`src/rtl/core/bra_pkg.sv`:
```
// Shared types and constants for the region allocator.
package bra_pkg;

    localparam int unsigned ADDR_W = 48;
    localparam int unsigned SIZE_W = 41;
    localparam int unsigned STAT_W = 3;
    localparam int unsigned CFG_IDX_W = 1;
    localparam int unsigned CFG_DATA_W = 48;

    localparam int unsigned LIVE_ENTRIES_DEF = 256;
    localparam int unsigned FREE_ENTRIES_DEF = 256;
    localparam int unsigned GRANULE_BYTES_DEF = 512;

    localparam logic [SIZE_W-1:0] REGION_SIZE_RST = 41'd8589934592;

    // Register indexes
    localparam logic [CFG_IDX_W-1:0] REG_BASE = 1'b0;
    localparam logic [CFG_IDX_W-1:0] REG_SIZE = 1'b1;

    // Input kinds
    localparam logic KIND_ALLOC = 1'b0;
    localparam logic KIND_FREE  = 1'b1;

    // Result status codes
    typedef enum logic [STAT_W-1:0] {
        ST_FRESH         = 3'd0,
        ST_REUSED        = 3'd1,
        ST_REFUSED       = 3'd2,
        ST_RELEASED      = 3'd3,
        ST_NOT_LIVE      = 3'd4,
        ST_OUTSIDE       = 3'd5,
        ST_RELEASED_LOST = 3'd6
    } status_t;

    // Commands from controller to datapath
    typedef struct packed {
        logic load;        // capture input word, compute rounded size
        logic free_rd;     // read free table at scan index
        logic free_cmp;    // compare registered free entry
        logic shift_rd;    // read entry i+1 during compaction
        logic shift_wr;    // write entry i with registered data
        logic live_rd;     // read live table at scan index
        logic live_cmp;    // compare registered live entry
        logic idx_clr;     // clear scan index
        logic idx_inc;     // advance scan index
        logic grant_reuse; // finish allocate from free table
        logic grant_fresh; // finish allocate from bump cursor
        logic live_wr;     // write live slot
        logic free_push;   // append to free table, drop live entry
        logic drop_live;   // drop live entry only
        logic set_out;     // load output register
        status_t out_status;
    } cmd_t;

    // Status from datapath to controller
    typedef struct packed {
        logic is_free;
        logic no_region;
        logic outside;
        logic live_full;
        logic free_hit;    // registered free entry size matches
        logic live_hit;    // matching live address found
        logic free_end;    // scan index reached free count
        logic shift_end;   // index+1 reached free count
        logic live_end;    // scan index at last live entry
        logic fresh_ok;
        logic free_full;
    } stat_t;

endpackage

```
`src/rtl/core/bra_ctrl.sv`:
```
// Sequencing state machine for the region allocator.
module bra_ctrl
(
    input  logic             clk,
    input  logic             rst_n,
    input  logic             in_fire,
    input  logic             out_busy,
    input  bra_pkg::stat_t   st,
    output logic             idle,
    output bra_pkg::cmd_t    cmd
);

    typedef enum logic [10:0] {
        S_IDLE     = 11'b00000000001,
        S_DECIDE   = 11'b00000000010,
        S_FRD      = 11'b00000000100,
        S_FCMP     = 11'b00000001000,
        S_SRD      = 11'b00000010000,
        S_SWR      = 11'b00000100000,
        S_LRD      = 11'b00001000000,
        S_LCMP     = 11'b00010000000,
        S_FINISH   = 11'b00100000000,
        S_OUT      = 11'b01000000000,
        S_PICK     = 11'b10000000000
    } state_t;

    state_t state_reg, state_next;
    bra_pkg::status_t res_reg, res_next;

    assign idle = (state_reg == S_IDLE);

    // Next state and command decode
    always_comb
    begin
        state_next = state_reg;
        res_next   = res_reg;
        cmd        = '0;
        cmd.out_status = res_reg;
        case (state_reg)
            S_IDLE:
            begin
                if (in_fire)
                begin
                    cmd.load = 1'b1;
                    cmd.idx_clr = 1'b1;
                    state_next = S_DECIDE;
                end
            end
            S_DECIDE:
            begin
                cmd.idx_clr = 1'b1;
                if (st.is_free)
                begin
                    if (st.outside)
                    begin
                        res_next = bra_pkg::ST_OUTSIDE;
                        state_next = S_OUT;
                    end
                    else
                    begin
                        state_next = S_LRD;
                    end
                end
                else if (st.no_region || st.live_full)
                begin
                    res_next = bra_pkg::ST_REFUSED;
                    state_next = S_OUT;
                end
                else
                begin
                    state_next = S_FRD;
                end
            end
            S_FRD:
            begin
                if (st.free_end)
                begin
                    state_next = S_PICK;
                end
                else
                begin
                    cmd.free_rd = 1'b1;
                    state_next = S_FCMP;
                end
            end
            S_FCMP:
            begin
                cmd.free_cmp = 1'b1;
                if (st.free_hit)
                begin
                    state_next = S_SRD;
                end
                else
                begin
                    cmd.idx_inc = 1'b1;
                    state_next = S_FRD;
                end
            end
            S_SRD:
            begin
                if (st.shift_end)
                begin
                    cmd.grant_reuse = 1'b1;
                    res_next = bra_pkg::ST_REUSED;
                    cmd.idx_clr = 1'b1;
                    state_next = S_LRD;
                end
                else
                begin
                    cmd.shift_rd = 1'b1;
                    state_next = S_SWR;
                end
            end
            S_SWR:
            begin
                cmd.shift_wr = 1'b1;
                cmd.idx_inc = 1'b1;
                state_next = S_SRD;
            end
            S_PICK:
            begin
                if (st.fresh_ok)
                begin
                    cmd.grant_fresh = 1'b1;
                    res_next = bra_pkg::ST_FRESH;
                    cmd.idx_clr = 1'b1;
                    state_next = S_LRD;
                end
                else
                begin
                    res_next = bra_pkg::ST_REFUSED;
                    state_next = S_OUT;
                end
            end
            S_LRD:
            begin
                cmd.live_rd = 1'b1;
                state_next = S_LCMP;
            end
            S_LCMP:
            begin
                cmd.live_cmp = 1'b1;
                if (st.live_hit || st.live_end)
                begin
                    state_next = S_FINISH;
                end
                else
                begin
                    cmd.idx_inc = 1'b1;
                    state_next = S_LRD;
                end
            end
            S_FINISH:
            begin
                if (st.is_free)
                begin
                    if (!st.live_hit)
                    begin
                        res_next = bra_pkg::ST_NOT_LIVE;
                    end
                    else if (st.free_full)
                    begin
                        cmd.drop_live = 1'b1;
                        res_next = bra_pkg::ST_RELEASED_LOST;
                    end
                    else
                    begin
                        cmd.free_push = 1'b1;
                        res_next = bra_pkg::ST_RELEASED;
                    end
                end
                else
                begin
                    cmd.live_wr = 1'b1;
                end
                state_next = S_OUT;
            end
            S_OUT:
            begin
                if (!out_busy)
                begin
                    cmd.set_out = 1'b1;
                    state_next = S_IDLE;
                end
            end
            default:
            begin
                state_next = S_IDLE;
            end
        endcase
    end

    always_ff @(posedge clk or negedge rst_n)
    begin
        if (!rst_n)
        begin
            state_reg <= S_IDLE;
            res_reg   <= bra_pkg::ST_REFUSED;
        end
        else
        begin
            state_reg <= state_next;
            res_reg   <= res_next;
        end
    end

    // One command of the table-writing kind at a time
    a_one_write: assert property (@(posedge clk) disable iff (!rst_n)
        $countones({cmd.live_wr, cmd.free_push, cmd.drop_live, cmd.shift_wr}) <= 1)
        else $error("multiple table writes");
    a_load_idle: assert property (@(posedge clk) disable iff (!rst_n)
        cmd.load |-> state_reg == S_IDLE)
        else $error("load outside idle");
    a_out_follows: assert property (@(posedge clk) disable iff (!rst_n)
        cmd.set_out |=> state_reg == S_IDLE)
        else $error("output not followed by idle");

endmodule

```
`config.mk`:
```
export PLATFORM = sky130hd
export DESIGN_NAME = bra_ctrl
export DESIGN_NICKNAME = d
export VERILOG_FILES = /design/src/rtl/core/bra_pkg.sv /design/src/rtl/core/bra_ctrl.sv
export SDC_FILE = /design/constraint.sdc
export NUM_CORES = 1
export LEC_CHECK = 0
export BUFFER_PORTS_ARGS = -buffer_cell sky130_fd_sc_hd__buf_2
export CAP_MARGIN = 20
export CORE_MARGIN = 2
export CORE_UTILIZATION = 55
export CTS_BUF_LIST = sky130_fd_sc_hd__clkbuf_8
export DETAILED_ROUTE_END_ITERATION = 10
export PLACE_DENSITY = 0.91
export SYNTH_ARGS = -nofsm -noshare
export SYNTH_HDL_FRONTEND = slang
export SYNTH_SLANG_ARGS = --single-unit
export TNS_END_PERCENT = 50
```
`constraint.sdc`:
```
create_clock -name clk -period 3.4 [get_ports clk]
set_input_delay 0.17 -clock clk [delete_from_list [all_inputs] [get_ports clk]]
set_output_delay 0.17 -clock clk [all_outputs]
set_load 0.05 [all_outputs]
```
After elaboration in Yosys (flattened, before gate mapping) --
Cells that the tools add are included.
Storage, ports and cells: register bits after elaboration 14, input port bits 15, output and inout port bits 19, logic and storage cells 70
Cells by class: equality and inequality tests 17, muxes and demuxes 46, reduce and logical (&&, ||, !) cells 5
Operator list (count):
- 11-bit one-hot mux with 11 select lines | 1
- 11-bit two-way mux | 4
- 10-bit two-way mux | 3
- 3-bit two-way mux | 8
- 1-bit two-way mux | 21
- 3-bit one-hot mux with 4 select lines | 1
- 11-bit by 1-bit equality test with 1-bit output (second input constant) | 1
- 11-bit by 10-bit equality test with 1-bit output (second input constant) | 1
- 11-bit equality test (second input constant) | 1
- 11-bit by 2-bit equality test with 1-bit output (second input constant) | 1
- 11-bit by 3-bit equality test with 1-bit output (second input constant) | 1
- 11-bit by 4-bit equality test with 1-bit output (second input constant) | 1
- 11-bit by 5-bit equality test with 1-bit output (second input constant) | 1
- 11-bit by 6-bit equality test with 1-bit output (second input constant) | 1
- 11-bit by 7-bit equality test with 1-bit output (second input constant) | 1
- 11-bit by 8-bit equality test with 1-bit output (second input constant) | 1
- 11-bit by 9-bit equality test with 1-bit output (second input constant) | 1
- 9-bit two-way mux | 1
- 2-bit != test (second input constant) | 4
- 7-bit two-way mux | 1
- 2-bit two-way mux | 3
- 3-bit != test (second input constant) | 2
- 5-bit two-way mux | 1
- 5-bit AND reduction | 1
- other kinds (5) | 6

Longest topological paths before layout --
Gate-level depths: netlist of the first run.
depth after elaboration 4, depth in mapped cells 6, gate-level depth less buffers 5

Worst setup path before layout of the first run --
No wires, ideal clock.
path type register to register, start point register state_reg[2], end point register res_reg[0], library setup time 128 ps, arrival 2769 ps, data required time 3272 ps, setup slack 504 ps, cell stages (with the launch flop) 7, cell sequence dfrtp_1 -> buf_2 -> nor4_1 -> nand3_1 -> nor3_1 -> a211oi_2 -> mux2_1
On the way: word-level cells in the longest chain between the ends 3
Ends and longest elaborated chain:
- start: declaration | RTL line bra_ctrl.sv:27 | state_t state_reg, state_next;
- start signal: assignment | RTL line bra_ctrl.sv:202 | state_reg <= state_next;
- 11-bit by 2-bit equality test with 1-bit output, or another cell as far along | RTL line bra_ctrl.sv:39 | case (state_reg)
- 3-bit != test (no line), or another cell as far along
- 5-bit AND reduction (no line)
- end signal: assignment | RTL line bra_ctrl.sv:198 | res_reg <= bra_pkg::ST_REFUSED;
- end signal: assignment | RTL line bra_ctrl.sv:203 | res_reg <= res_next;
- end: declaration | RTL line bra_ctrl.sv:28 | bra_pkg::status_t res_reg, res_next;
Parallel ways exist; a longest one is shown, timed or not. A chain may end at the register's enable or synchronous reset.

==> flow_summary.yaml, run 1 <==
outcome:
  result_of_the_run: "completed"
detailed_routing:
  detailedRoute.firstPassIterationCount: 4
  drt_iter0_drc: 32
  num_vias: 990
  post-route-drc-count: 0
  detail_route.wl_per_cell_um: 14.2
  ant_nets: 0
  routed_wirelength_um: 2310
  via_per_inst: 6.07
hold_path:
  min_path_type: "input pin to register"
global_routing:
  grt.overflow.total: 0
  vias_in_the_first_global_route: 824
  number_of_antenna_violations_at_the_first_check_in_global_routing: 0
  groute.usage.overall: 0.239
  grt_pass1_wl_um: 3510
  grt_start_max_net_pins: 15
setup_path:
  critical_path_cell_with_the_highest_stage_delay: "dfrtp_1"
  timing.setup.critical_path_class: "register to output pin"
  worst-endpoint-arrival_ps: 2280
  critical_path_buf_inv_count: 1
  cp-end-kind: "output pin"
  cp_slowest_stage_delay_ps: 460
  critical_path_peak_fanout: 7
  start_kind: "register"
  r2r_slack_ps: 1070
  critical_path_cell_by_cell: "nor4_4 -> and3_1 -> nand3_1 -> nor3_1 -> or3_1 -> buf_2"
  worst_path_dominant_cell_family: "simple AND/OR/NAND/NOR gates"
  cp.required_ps: 3230
floorplanning:
  die_w_um: 46.0
  floorplan.rows: 15
  die_h_um: 46.0
  die_area_um2: 2120
  initial_utilization: 0.574
  floorplan.core_area_um2: 1690
  io_pins: 34
synthesis:
  synthArstFlopShare: 1.00
  dominantRegCellSynth: "dfrtp_1"
  syn-cell-area_um2: 970
  syn_nets: 129
  synth_seq_cells: 14
  synth-edff-count: 0
  synth_top_area_cell: "dfrtp_1"
  yosysSeqAreaShare: 0.364
  synth.top_cell.area_share: 0.310
  synth.avg_cell_area_um2: 8.51
  yosys-top-cells-area: "dfrtp_1, nor2_1, dfstp_2"
  synthCells: 114
  ys_warn_count: 0
  yosysUniqueCellTypes: 39
layout:
  most-common-layout-cells: "buf_2, nor2_1, dfrtp_1"
  nFillCells: 141
  share_of_post_route_cells_with_drive_strength_above_1: 0.295
  finalNetCount: 163
  area_delta_synth_final_pct: 22.3
  antenna_cells: 0
  layout_commonest_cell: "buf_2"
  largest_reg_flops: 11
power:
  pwr_density_cell_nw_per_um2: 632
  irDropWorstVdd_uv: 404
  cellLeakagePower_nw: 0.622
placement:
  globalplace.congestion: 0.912
  hpwlAfterDp_um: 1820
  port-buffer-count: 33
clock_tree:
  cts.htree.levels: 1
  cts_tree: "yes"
  bufs_on_longest_clock_path: 2
  cts_made_buffers: 3
  insertion_delay_ps: 240
  cts-resized-gates: 0
  clk_root_buffer_cell: "clkbuf_8"
  clk_pin_slew_worst_paths_ps: 50
  cts.sinks: 14
sta:
  finalMaxSlewViolations: 0
  fin_skew_ps: 0.562
  final_min_period_over_clock_period: 0.722
  timing.max_slew.rel_slack: 0.617
  fin_tns_setup_ps: 0
  unrepaired_setup_endpoints_after_global_routing: "no"
  worst_hold_slack_ps: 104
  worstMarginPinSlew_ps: 569
  final.min_clock_period_ps: 2450
  finalHoldViolCount: 0
  setup_viol: 0
  highest_clock_rate_ghz: 0.407
job:
  max-cap-violations: 0
[where the power goes]
| part | switching, mW | internal, mW | leakage, nW |
|---|---|---|---|
| clock network | 0.0556 | 0.0784 | 0.0216 |
| registers | 0.0305 | 0.209 | 0.184 |
| logic | 0.268 | 0.108 | 0.417 |
[per-layer routing]
metal,up-vias,global-route usage,part of all wire
met2,40,0.406,0.51
met5,-,0,0
met1,465,0.286,0.41
li1,479,-,-
met3,6,0.0516,0.070
met4,0,0.103,0.014
[Yosys cell counts, types with 3 or more instances]
master	n
and3_1	5
clkbuf_1	3
dfrtp_1	12
inv_1	4
mux2_1	3
nand2_1	9
nand3_1	4
nand3b_1	3
nand4_1	4
nor2_1	18
nor2b_1	4
nor3_1	4
nor4b_1	4
o21ai_0	5
or3_1	3
[metrics by stage]
| stage | setup slack (ps) | std cells | power [mW] | utilization | instance area (um^2) |
|---|---|---|---|---|---|
| 3_3_place_gp | 1180 | 159 | 0.607 | 0.672 | 1130 |
| 4_1_cts | 955 | 163 | 0.751 | 0.702 | 1190 |
| 3_5_place_dp | 1090 | 159 | 0.617 | 0.672 | 1130 |
| 5_1_grt | 791 | 163 | 0.794 | 0.702 | 1190 |
| 6_report | 946 | 163 | 0.750 | 0.702 | 1190 |
| 2_1_floorplan | 504 | 114 | 0.531 | - | 970 |
[kinds of logic after synthesis]
| group | synth area share |
|---|---|
| flip-flops | 0.364 |
| multiplexers | 0.0452 |
| buffers and inverters | 0.0374 |
| AO/OA/AOI/OAI | 0.102 |
| AND/OR/NAND/NOR | 0.434 |
| XOR/XNOR | 0.0181 |
[path summary, 6_finish.rpt]
path | start | end | cells after the start
worst max register to register | state_reg[8] | res_reg[2] | 5
min in group asynchronous | rst_n | state_reg[1] | 2
worst min register to register | res_reg[0] | res_reg[0] | 1
worst min-delay path | st[3] | state_reg[5] | 2
max in group asynchronous | rst_n | res_reg[1] | 2
worst max-delay path | state_reg[8] | cmd[9] | 6
[repair_timing]
action                                 4_1_cts  5_1_grt
buffers inserted                             0        0
hold buffers                                 1        0
endpoints found under the hold margin       12        0
[layout make-up]
type	count	area, um^2	share of cell area
multi-input cells	91	581	0.489
inverters	4	15.0	0.0127
flip-flops and latches	14	353	0.297
repair buffers	34	175	0.148
well taps	17	21.3	0.0179
clock buffers	3	41.3	0.0348
(Power assumes the default switching activity.)
==> run 2, diff against run 1 <==
CORE_UTILIZATION = 51   (was 55)
PLACE_DENSITY = 0.85   (was 0.91)
clock period = 2.5 ns   (was 3.4 ns; I/O delays follow)
==> run 2 against run 1 <==
  * Sequential share of layout area decreased by 0.67 points
  * Clock skew is essentially flat
  * Critical path depth decreased by 1
  * Wire length grew 5.2%
  * Largest power group unchanged
  * Flip-flop and latch count unchanged
  * Largest cell class unchanged
  * Critical path type is now register to register
  * Non-clock buffer count up 1
  * Register-to-register slack got worse by 920 ps
  * Final area up 2.3%
==> flow_summary.yaml, run 2 (synthesized netlist as in run 1, its figures left out) <==
outcome:
  result_of_the_run: "completed"
setup_path:
  cp.required_ps: 2630
  start_kind: "register"
  worst-endpoint-arrival_ps: 2480
  r2r_slack_ps: 150
  cp-end-kind: "register"
  critical_path_peak_fanout: 7
  timing.setup.critical_path_class: "register to register"
  timing.rr.end: "res_reg[0]"
  worst_r2r_path_depth: 5
  r2r-start: "state_reg[8]"
global_routing:
  number_of_antenna_violations_at_the_first_check_in_global_routing: 0
  groute.usage.overall: 0.245
  grt_pass1_wl_um: 3800
  grt_start_max_net_pins: 15
  grt.overflow.total: 0
  vias_in_the_first_global_route: 843
clock_tree:
  cts.htree.levels: 1
  insertion_delay_ps: 250
  cts.sinks: 14
  cts_post_setup_buffers_inserted: 0
  clk_pin_slew_worst_paths_ps: 60
  clk_root_buffer_cell: "clkbuf_8"
  bufs_on_longest_clock_path: 2
  cts_made_buffers: 3
  cts_tree: "yes"
sta:
  finalHoldViolCount: 0
  final.min_clock_period_ps: 2350
  timing.max_slew.rel_slack: 0.599
  unrepaired_setup_endpoints_after_global_routing: "no"
  worstMarginPinSlew_ps: 595
  highest_clock_rate_ghz: 0.425
  fin_skew_ps: 0.913
  finalMaxSlewViolations: 0
  setup_viol: 0
  final.setup.worst_slack_ps: 148
  fin_tns_setup_ps: 0
  worst_hold_slack_ps: 54.0
  final_min_period_over_clock_period: 0.941
floorplanning:
  die_area_um2: 2270
  floorplan.core_area_um2: 1760
  floorplan.rows: 15
  initial_utilization: 0.550
  die_h_um: 47.6
  io_pins: 34
  die_w_um: 47.6
hold_path:
  min_to: "state_reg[5]"
  min_path_type: "input pin to register"
  startpoint_of_the_lowest_slack_hold_path: "st[3]"
  worstHoldPathCells: 2
power:
  power.combinational.fraction: 0.500
  power_switching_share: 0.476
  cellLeakagePower_nw: 0.628
  p_seq_frac: 0.318
  pwr_density_cell_nw_per_um2: 847
  p_total_mw: 1.03
  power.clock.fraction: 0.182
  irDropWorstVdd_uv: 578
  switching_power_uw: 490
  power.internal_uw: 538
placement:
  placed_cells: 168
  port-buffer-count: 33
  detailedPlace.worstSlack_ps: 142
  total_placed_instance_area_um2: 1160
  globalplace.congestion: 0.921
  hpwlAfterDp_um: 1900
layout:
  instances_no_fill: 172
  most-common-layout-cells: "buf_2, nor2_1, dfrtp_1"
  share_of_post_route_cells_with_drive_strength_above_1: 0.313
  layout_commonest_cell: "buf_2"
  largest_reg_flops: 11
  nFillCells: 160
  area_delta_synth_final_pct: 25.2
  finalNetCount: 164
  finish.instance_area_um2: 1210
  final_core_utilization: 0.688
  antenna_cells: 0
detailed_routing:
  detail_route.wl_per_cell_um: 14.1
  routed_wirelength_um: 2430
  num_vias: 984
  detailedRoute.firstPassIterationCount: 4
  drt_iter0_drc: 21
  post-route-drc-count: 0
  via_per_inst: 5.72
  ant_nets: 0
job:
  max-cap-violations: 0
[run 2: cell count changes in the layout (fill, tap and decap cells not counted)]
| cell | delta |
|---|---|
| nor3_2 | +2 |
| nor3_1 | -2 |
| buf_4 | +1 |
[run 2: critical path, cell delays in order, from the launching register on]
cell	delay [ps]
dfrtp_1	460
nor4_4	410
nand4_2	210
or3_4	440
a211oi_2	330
mux2_1	370
[run 2: worst max path at each step]
stage	startpoint	endpoint	slack, ps	cells past startpoint
5_1_grt	state_reg[8]	res_reg[0]	20	5
3_3_place_gp	state_reg[8]	res_reg[2]	280	5
4_1_cts	state_reg[8]	cmd[9]	70	6
3_5_place_dp	state_reg[8]	res_reg[0]	140	5
6_report	state_reg[8]	res_reg[0]	150	5
2_1_floorplan	state_reg[8]	cmd[10]	-310	5
[run 2: routing by layer]
layer	share of wire	up-vias	track usage
met1	0.44	458	0.302
met5	0	-	0
met4	0.013	0	0.119
met3	0.046	5	0.0453
li1	-	478	-
met2	0.50	43	0.411
[run 2: cell type report]
type | instances | area (um^2) | area share
clock buffer | 3 | 41.3 | 0.0340
inverter | 4 | 15.0 | 0.0124
multi-input combinational | 91 | 591 | 0.487
sequential | 14 | 353 | 0.291
tap | 25 | 31.3 | 0.0258
timing repair buffer | 35 | 183 | 0.151
[run 2: power groups by stage]
| stage | registers [mW] | clock network (mW) | logic (mW) |
|---|---|---|---|
| after global routing | 0.335 | 0.195 | 0.558 |
| after detailed placement | 0.331 | 0 | 0.513 |
| final | 0.327 | 0.187 | 0.514 |
| after floorplan | 0.399 | 0 | 0.325 |
| after global placement | 0.327 | 0 | 0.501 |
| after CTS | 0.327 | 0.186 | 0.517 |
[run 2: timing repair]
item,4_1_cts,5_1_grt
hold buffers,1,0
resized for setup,0,1
setup endpoints to repair,0,1
hold endpoints to repair,12,0
==> run 3, diff against run 2 <==
ABC_AREA = 1   (was default)
CORE_UTILIZATION = 52   (was 51)
PLACE_DENSITY = 0.86   (was 0.85)
==> run 3 against run 2 <==
  * Die area rose by 3.1%
  * Sequential share of layout area shrank 1.6 points
  * Power grew 12%
  * Critical path type is now register to output pin
  * Sequential power decreased by 3%
  * Setup slack better by 370 ps
  * Clock power rose by 21%
  * Via count rose by 8.6%
  * Wire length rose by 0.70%
  * Maximum frequency rose by 19%
  * Final area grew 6.0%
  * Highest routed layer unchanged
==> flow_summary.yaml, run 3 <==
layout:
  most-common-layout-cells: "nand2_1, buf_2, inv_1"
  antenna_cells: 0
  area_used_by_multi_input_combinational_logic_um2: 538
  nFillCells: 161
  layout.area.seq_um2: 353
  final_core_utilization: 0.676
  instances_no_fill: 219
  area_delta_synth_final_pct: 25.8
  finalNetCount: 208
  finish.instance_area_um2: 1290
  layout_commonest_cell: "nand2_1"
  largest_reg_flops: 11
  share_of_post_route_cells_with_drive_strength_above_1: 0.307
global_routing:
  number_of_antenna_violations_at_the_first_check_in_global_routing: 0
  groute.usage.overall: 0.238
  grt.overflow.total: 0
  grt_start_max_net_pins: 15
  grt_pass1_wl_um: 4350
  vias_in_the_first_global_route: 1046
detailed_routing:
  ant_nets: 0
  routed_wirelength_um: 2450
  detail_route.wl_per_cell_um: 11.2
  via_per_inst: 4.88
  detailedRoute.firstPassIterationCount: 4
  post-route-drc-count: 0
  num_vias: 1069
  drt_iter0_drc: 47
floorplanning:
  io_pins: 34
  die_w_um: 48.3
  floorplan.rows: 16
  die_area_um2: 2340
  die_h_um: 48.3
  floorplan.core_area_um2: 1900
  initial_utilization: 0.537
clock_tree:
  cts-resized-gates: 0
  clk_pin_slew_worst_paths_ps: 60
  insertion_delay_ps: 250
  cts.htree.levels: 1
  postCtsHoldBufs: 1
  bufs_on_longest_clock_path: 2
  cts_made_buffers: 3
  cts_tree: "yes"
  clk_root_buffer_cell: "clkbuf_8"
  cts_post_setup_buffers_inserted: 0
  cts.sinks: 14
synthesis:
  synth.avg_cell_area_um2: 6.64
  yosysUniqueCellTypes: 24
  ys_warn_count: 0
  synth-edff-count: 0
  dominantRegCellSynth: "dfrtp_1"
  synthArstFlopShare: 1.00
  yosysMostFrequentCell: "nand2_1"
  synth_top_area_cell: "dfrtp_1"
  syn_nets: 169
  syn-cell-area_um2: 1020
  synth.cells.most_frequent: "nand2_1, inv_1, nand3_1"
  synthCells: 154
  yosysSeqAreaShare: 0.345
  yosys-top-cells-area: "dfrtp_1, nand2_1, inv_1"
  synth.top_cell.area_share: 0.294
  synth_seq_cells: 14
setup_path:
  r2r_slack_ps: 970
  critical_path_cell_by_cell: "inv_1 -> nand3_2 -> nor2_4 -> nand2_1 -> o22ai_1 -> inv_1 -> nand3b_1 -> buf_2"
  critical_path_buf_inv_count: 3
  cp-startpoint: "state_reg[8]"
  worst-endpoint-arrival_ps: 1850
  worst_path_dominant_cell_family: "simple AND/OR/NAND/NOR gates"
  cp.required_ps: 2380
  timing.critical_path.mode_cell: "inv_1"
  start_kind: "register"
  r2r-start: "state_reg[7]"
  cp_slowest_stage_delay_ps: 400
  critical_path_peak_fanout: 5
  critical_path_cell_with_the_highest_stage_delay: "dfrtp_1"
  cp-end-kind: "output pin"
  timing.setup.critical_path_class: "register to output pin"
hold_path:
  startpoint_of_the_lowest_slack_hold_path: "st[4]"
  min_path_type: "input pin to register"
sta:
  highest_clock_rate_ghz: 0.505
  finalMaxSlewViolations: 0
  timing.max_slew.rel_slack: 0.762
  final_min_period_over_clock_period: 0.792
  final.min_clock_period_ps: 1980
  unrepaired_setup_endpoints_after_global_routing: "no"
  fin_skew_ps: 3.01
  fin_tns_setup_ps: 0
  setup_viol: 0
  worstMarginPinSlew_ps: 354
  worst_hold_slack_ps: 49.9
  final.setup.worst_slack_ps: 521
  finalHoldViolCount: 0
placement:
  total_placed_instance_area_um2: 1220
  hpwlAfterDp_um: 1960
  placed_cells: 214
  detailedPlace.worstSlack_ps: 836
  globalplace.congestion: 0.862
  port-buffer-count: 33
power:
  pwr_density_cell_nw_per_um2: 897
  p_total_mw: 1.15
  cellLeakagePower_nw: 0.834
  irDropWorstVdd_uv: 631
outcome:
  result_of_the_run: "completed"
job:
  max-cap-violations: 0
-- run 3: cell types whose count changed after synthesis, moves of 4 or more --
| cell | delta |
|---|---|
| and3_1 | -5 |
| inv_1 | +28 |
| nor2b_1 | -4 |
| nand2_2 | +5 |
| nand2_1 | +26 |
| nor4b_1 | -4 |
| nor2_2 | +4 |
| nand3_1 | +15 |
-- run 3: logic make-up (layout without fill, tap and decap cells) --
logic type | count (synthesis) | after routing | synth area share
flops | 14 | 14 | 0.345
compound gates | 6 | 6 | 0.0343
buf+inv | 35 | 73 | 0.129
simple gates | 99 | 99 | 0.492
-- run 3: final timing paths --
check / to / cells past startpoint
setup / recovery: cmd[10] / 8
hold / removal: state_reg[3] / 2
setup reg to reg: res_reg[0] / 8
hold reg to reg: res_reg[2] / 2
max in group asynchronous: state_reg[0] / 2
min in group asynchronous: state_reg[5] / 2
-- run 3: metal layers --
layer	share of wire	track usage	vias up
li1	-	-	551
met1	0.45	0.287	471
met2	0.48	0.431	36
met3	0.040	0.0309	11
met4	0.025	0.0905	0
met5	0	0	-
-- run 3: power by group --
group	switching, mW	internal (mW)	total [mW]
Combinational	0.441	0.170	0.611
Sequential	0.0331	0.283	0.316
Clock	0.0869	0.140	0.227
-- run 3: final cells by class --
cell class	count	area share
inverters	35	0.102
multi-input cells	105	0.418
clock buffers	4	0.0428
repair buffers	34	0.136
well taps	27	0.0263
flip-flops and latches	14	0.274
